File: src/blpm_pkg.sv
// Package: shared types, constants and base decode helper for the barcode matcher
`timescale 1ns / 1ps

package blpm_pkg;

    // table size and field widths
    localparam int MAX_SAMPLES = 64;
    localparam int MAX_LEN     = 16;
    localparam int SLOT_W      = 6;
    localparam int CODE_W      = 32;
    localparam int LEN_W       = 5;
    localparam int CHAR_W      = 8;
    localparam int CNT_W       = $clog2(MAX_SAMPLES + 1);
    localparam int CODE_BASES  = CODE_W / 2;

    // operation codes
    localparam logic OP_LOAD = 1'b0;
    localparam logic OP_BASE = 1'b1;

    // ascii characters of the four bases
    localparam logic [CHAR_W-1:0] CHAR_A = 8'h41;
    localparam logic [CHAR_W-1:0] CHAR_T = 8'h54;
    localparam logic [CHAR_W-1:0] CHAR_C = 8'h43;
    localparam logic [CHAR_W-1:0] CHAR_G = 8'h47;

    // 2-bit base codes
    localparam logic [1:0] BASE_A = 2'd0;
    localparam logic [1:0] BASE_T = 2'd1;
    localparam logic [1:0] BASE_C = 2'd2;
    localparam logic [1:0] BASE_G = 2'd3;

    typedef enum logic [1:0] {
        ST_IDLE,
        ST_SCAN,
        ST_HOLD
    } state_t;

    // broadcast from the controller to every cell
    typedef struct packed {
        logic             restart;
        logic             step;
        logic             base_ok;
        logic [1:0]       base;
        logic [LEN_W-1:0] pos;
    } bcast_t;

    // best candidate passed along the chain
    typedef struct packed {
        logic              found;
        logic [LEN_W-1:0]  len;
        logic [SLOT_W-1:0] slot;
    } cand_t;

    // base held at a given index of a packed code, zero past the code
    function automatic logic [1:0] base_at(input logic [CODE_W-1:0] code,
                                           input logic [LEN_W-1:0]  idx);
        logic [1:0] res;
        res = 2'd0;
        for (int k = 0; k < CODE_BASES; k++) begin
            if (idx == LEN_W'(k)) begin
                res = code[2*k +: 2];
            end
        end
        return res;
    endfunction

endpackage

File: src/blpm_cell.sv
// Cell: one barcode table slot with its match state and one chain stage
`timescale 1ns / 1ps

module blpm_cell
    import blpm_pkg::*;
(
    input  logic              clk,
    input  logic              rst_n,
    input  logic [SLOT_W-1:0] slot_id,
    input  logic              load_en,
    input  logic [CODE_W-1:0] load_code,
    input  logic [LEN_W-1:0]  load_length,
    input  bcast_t            bc,
    input  cand_t             chain_in,
    output cand_t             chain_out
);

    logic [CODE_W-1:0] code_reg;
    logic [LEN_W-1:0]  len_reg;
    logic [LEN_W-1:0]  len_next;
    logic              match_reg;
    logic              match_next;
    logic              hit_reg;
    logic              hit_next;
    cand_t             cand_reg;
    cand_t             cand_next;

    logic              active;
    logic [LEN_W-1:0]  idx;
    logic [1:0]        want;

    // compare this slot's base at the current read position
    always_comb
    begin
        active = bc.step && (len_reg != '0) && (bc.pos < len_reg) && match_reg;
        idx    = LEN_W'(len_reg - bc.pos - LEN_W'(1));
        want   = base_at(code_reg, idx);
    end

    // next state of the slot
    always_comb
    begin
        len_next   = load_en ? load_length : len_reg;
        match_next = match_reg;
        hit_next   = hit_reg;
        if (bc.restart) begin
            match_next = 1'b1;
            hit_next   = 1'b0;
        end else if (active) begin
            if (!bc.base_ok || (bc.base != want)) begin
                match_next = 1'b0;
            end else if ((bc.pos + LEN_W'(1)) == len_reg) begin
                hit_next = 1'b1;
            end
        end
    end

    // keep the better of the incoming candidate and this slot
    always_comb
    begin
        if (hit_reg && (!chain_in.found || (len_reg >= chain_in.len))) begin
            cand_next.found = 1'b1;
            cand_next.len   = len_reg;
            cand_next.slot  = slot_id;
        end else begin
            cand_next = chain_in;
        end
    end

    // barcode code storage
    always_ff @(posedge clk)
    begin
        if (load_en) begin
            code_reg <= load_code;
        end
    end

    // chain stage
    always_ff @(posedge clk)
    begin
        cand_reg <= cand_next;
    end

    // control state
    always_ff @(posedge clk or negedge rst_n)
    begin
        if (!rst_n) begin
            len_reg   <= '0;
            match_reg <= 1'b1;
            hit_reg   <= 1'b0;
        end else begin
            len_reg   <= len_next;
            match_reg <= match_next;
            hit_reg   <= hit_next;
        end
    end

    assign chain_out = cand_reg;

endmodule

File: config.mk
export PLATFORM = sky130hd
export DESIGN_NAME = blpm_cell
export DESIGN_NICKNAME = d
export VERILOG_FILES = /design/src/blpm_pkg.sv /design/src/blpm_cell.sv
export SDC_FILE = /design/constraint.sdc
export NUM_CORES = 1
export LEC_CHECK = 0
export ABC_AREA = 1
export BUFFER_PORTS_ARGS = -buffer_cell sky130_fd_sc_hd__buf_2
export CORE_ASPECT_RATIO = 1.2
export CORE_UTILIZATION = 45
export CTS_BUF_LIST = sky130_fd_sc_hd__clkbuf_4 sky130_fd_sc_hd__clkbuf_8
export CTS_CLUSTER_SIZE = 28
export DETAILED_ROUTE_END_ITERATION = 8
export PLACE_DENSITY = 0.79
export SLEW_MARGIN = 20
export SYNTH_ARGS = -nofsm -noshare
export SYNTH_HDL_FRONTEND = slang
export SYNTH_SLANG_ARGS = --single-unit
File: constraint.sdc
create_clock -name clk -period 3.27 [get_ports clk]
set_clock_uncertainty 0.05 [all_clocks]
set_input_delay 0.327 -clock clk [delete_from_list [all_inputs] [get_ports clk]]
set_output_delay 0.327 -clock clk [all_outputs]
set_load 0.005 [all_outputs]
==> results.ini <==
[detailed_routing]
detail-route-antenna-nets=0
vias=2097
routed_vias_inst=4.691
detail_route.iter0.violations=192
drc=0
drtPass1Iterations=4
post_drt_wl_per_cell_um=11.85
postRouteWirelength_um=5295

[setup_path]
crit_top_cell=sky130_fd_sc_hd__nand3_1
worstSetupEndpointType=register
crit_fanout=6
worst_setup_path_start_kind=register
criticalPathCategory=reg2reg
required_ps=3450
critPathMaxStageDelay_ps=500
cp_data_arrival_time_ps=3180
timing.critical_path.slowest_stage_cell=sky130_fd_sc_hd__fa_1
worstPathCellList=ha_1, inv_1, fa_1, inv_1, nor2_1, nand3_1, nor2_1, inv_1, or2_2, nand2_1, nand4_1, nand2_1, nand3_1, nand3_1, nand2_1, nor2_1, nand3_1, a21oi_1

[layout]
stdcell_count=447
final_cell_mix=sky130_fd_sc_hd__buf_2 (79), sky130_fd_sc_hd__nand2_1 (63), sky130_fd_sc_hd__inv_1 (44)
fin_util=0.5717
share_of_layout_cells_above_drive_strength_1=0.3134
antenna-diode-count=0
largest_register_ff_count=32
finalNetCount=449
design_area_mm2=0.003241
final_common_cell=sky130_fd_sc_hd__buf_2
syn2layout_area_growth_pct=21.94

[die]
placement_rows=30
core_area_mm2=0.005668
initial_utilization=0.4689
ios=80
die_w_um=72.15
die_y_um=86.18
fp.dieArea_mm2=0.006218

[grt]
maximum_number_of_pins_on_one_net_before_global_route_repair=43
antenna_found_initial=0
grt.total_usage=0.1780
grt_overflow_total=0
grt_first_pass_wirelength_um=8493
first_global_vias=1982

[sta]
rsz0062_at_grt=false
final-max-slew-violation-count=0
worstMarginPinSlew_ps=827.8
post-route-min-period_ps=3001
max_clock_freq_ghz=0.3333
timing_hold_violations_final=0
finalSetupTns_ps=0
maxSlewHeadroom=0.4481
final_min_period_over_clock_period=0.9176
whs_ps=130.2
final.setup.worst_slack_ps=269.4
setup-violations-final=0

[placement]
placedInstanceArea_mm2=0.003142
numPlacedInstances=438
numPortBuffers=79
pre_cts_ws_ps=138.3
gp_routability_congestion=0.9323
hpwl_um=4165

[yosys]
synth.avg_cell_area_um2=9.457
postSynthCellCount=281
ys.warnings.count=0
synth.distinct_cells=35
synth-seq-area-share=0.5184
mappedNetlistArea_mm2=0.002658
syn-num-nets=364
number_of_synthesized_register_bits=51

[outcome]
outcome=completed

[power_and_ir_drop]
total_leakage_power_nw=1.542
ir_drop_uv=217.0
fin_total_pwr_mw=1.459
p_per_area_mw_per_mm2=450.3

[clock_tree]
cts_num_sinks=51
cts_buffers=5
count_of_h_tree_levels_built_during_cts=2
clkSlewWorstSetupHoldPaths_ps=100
cts_repair_resize_count=0
clock_tree.root_cell=sky130_fd_sc_hd__clkbuf_8
tritoncts=yes
worst_skew_pair.late_latency_ps=300
cts.path.max_buffers=2
post-cts-setup-buffers=0

[worst_hold_path]
hp-class=in2reg

[flow_run]
drv.max_cap_violation_count=0

where the power goes:
part	internal (mW)	total [mW]	switching (mW)
clock	0.149	0.364	0.215
sequential	0.737	0.756	0.0189
combinational	0.136	0.339	0.203
total	1.02	1.46	0.437
layer usage:
layer	track usage	up-vias	wire [um]
li1	-	1084	-
met1	0.2043	959	2209
met2	0.3271	43	2828
met3	0.02209	11	130
met4	0.08021	0	126
met5	0	-	0
worst max-delay path: cells and delay by family (launching register included):
| family | cells | cell delay [ps] |
|---|---|---|
| AO/OA/AOI/OAI | 1 | 130 |
| adder cells (fa/ha/maj) | 2 | 710 |
| buffers and inverters | 3 | 260 |
| flip-flops | 1 | 370 |
| AND/OR/NAND/NOR | 12 | 1410 |
final cells by class:
class	count	area (um2)
Clock buffer	5	68.82
Tap cell	80	100.1
Timing Repair Buffer	81	412.9
Clock inverter	3	20.02
Multi-Input combinational cell	181	1086
Sequential cell	51	1378
Inverter	46	175.2
Fill cell	483	2427
final timing paths:
| kind | from | endpoint | slack (ps) | cells after the start |
|---|---|---|---|---|
| worst max-delay path | len_reg[0]$_DFFE_PN0P_ | hit_reg$_DFFE_PN0P_ | 270 | 18 |
| worst min-delay path | bc[9] | hit_reg$_DFFE_PN0P_ | 130 | 2 |
| worst max register to register | len_reg[0]$_DFFE_PN0P_ | hit_reg$_DFFE_PN0P_ | 270 | 18 |
| worst min register to register | match_reg$_DFFE_PN1P_ | match_reg$_DFFE_PN1P_ | 420 | 2 |
| max in group asynchronous | rst_n | match_reg$_DFFE_PN1P_ | 2600 | 2 |
| min in group asynchronous | rst_n | len_reg[3]$_DFFE_PN0P_ | 340 | 2 |
kinds of logic after synthesis:
family	count (synthesis)	synth area share
AO/OA/AOI/OAI	28	0.06215
AND/OR/NAND/NOR	124	0.2185
buffers and inverters	49	0.07298
XOR/XNOR	8	0.02919
flip-flops	51	0.5184
adder cells (fa/ha/maj)	15	0.07345
multiplexers	6	0.02542
timing repair:
item                                    4_1_cts  5_1_grt
hold buffers                                  1        0
endpoints found under the setup margin        0        2
endpoints found under the hold margin         7        0
cell usage after synthesis (all sizes together):
cell type | instances | area, um2
a21oi | 9 | 48.80
buf | 1 | 11.26
clkbuf | 2 | 7.510
dfrtp | 6 | 150.1
dfstp | 1 | 26.28
dfxtp | 12 | 240.2
edfxtp | 32 | 960.9
fa | 1 | 20.02
ha | 14 | 175.2
inv | 46 | 175.2
mux2 | 6 | 67.56
nand2 | 66 | 255.3
nand3 | 19 | 120.1
nand3b | 1 | 7.510
nand4 | 9 | 56.30
nor2 | 19 | 76.32
nor3 | 2 | 15.01
o21a | 4 | 30.03
o21ai | 13 | 65.06
o221ai | 1 | 8.760
o31ai | 1 | 12.51
or2 | 8 | 50.04
xnor2 | 5 | 43.79
xor2 | 3 | 33.79
No activity file was read; power rests on OpenSTA's default activity.
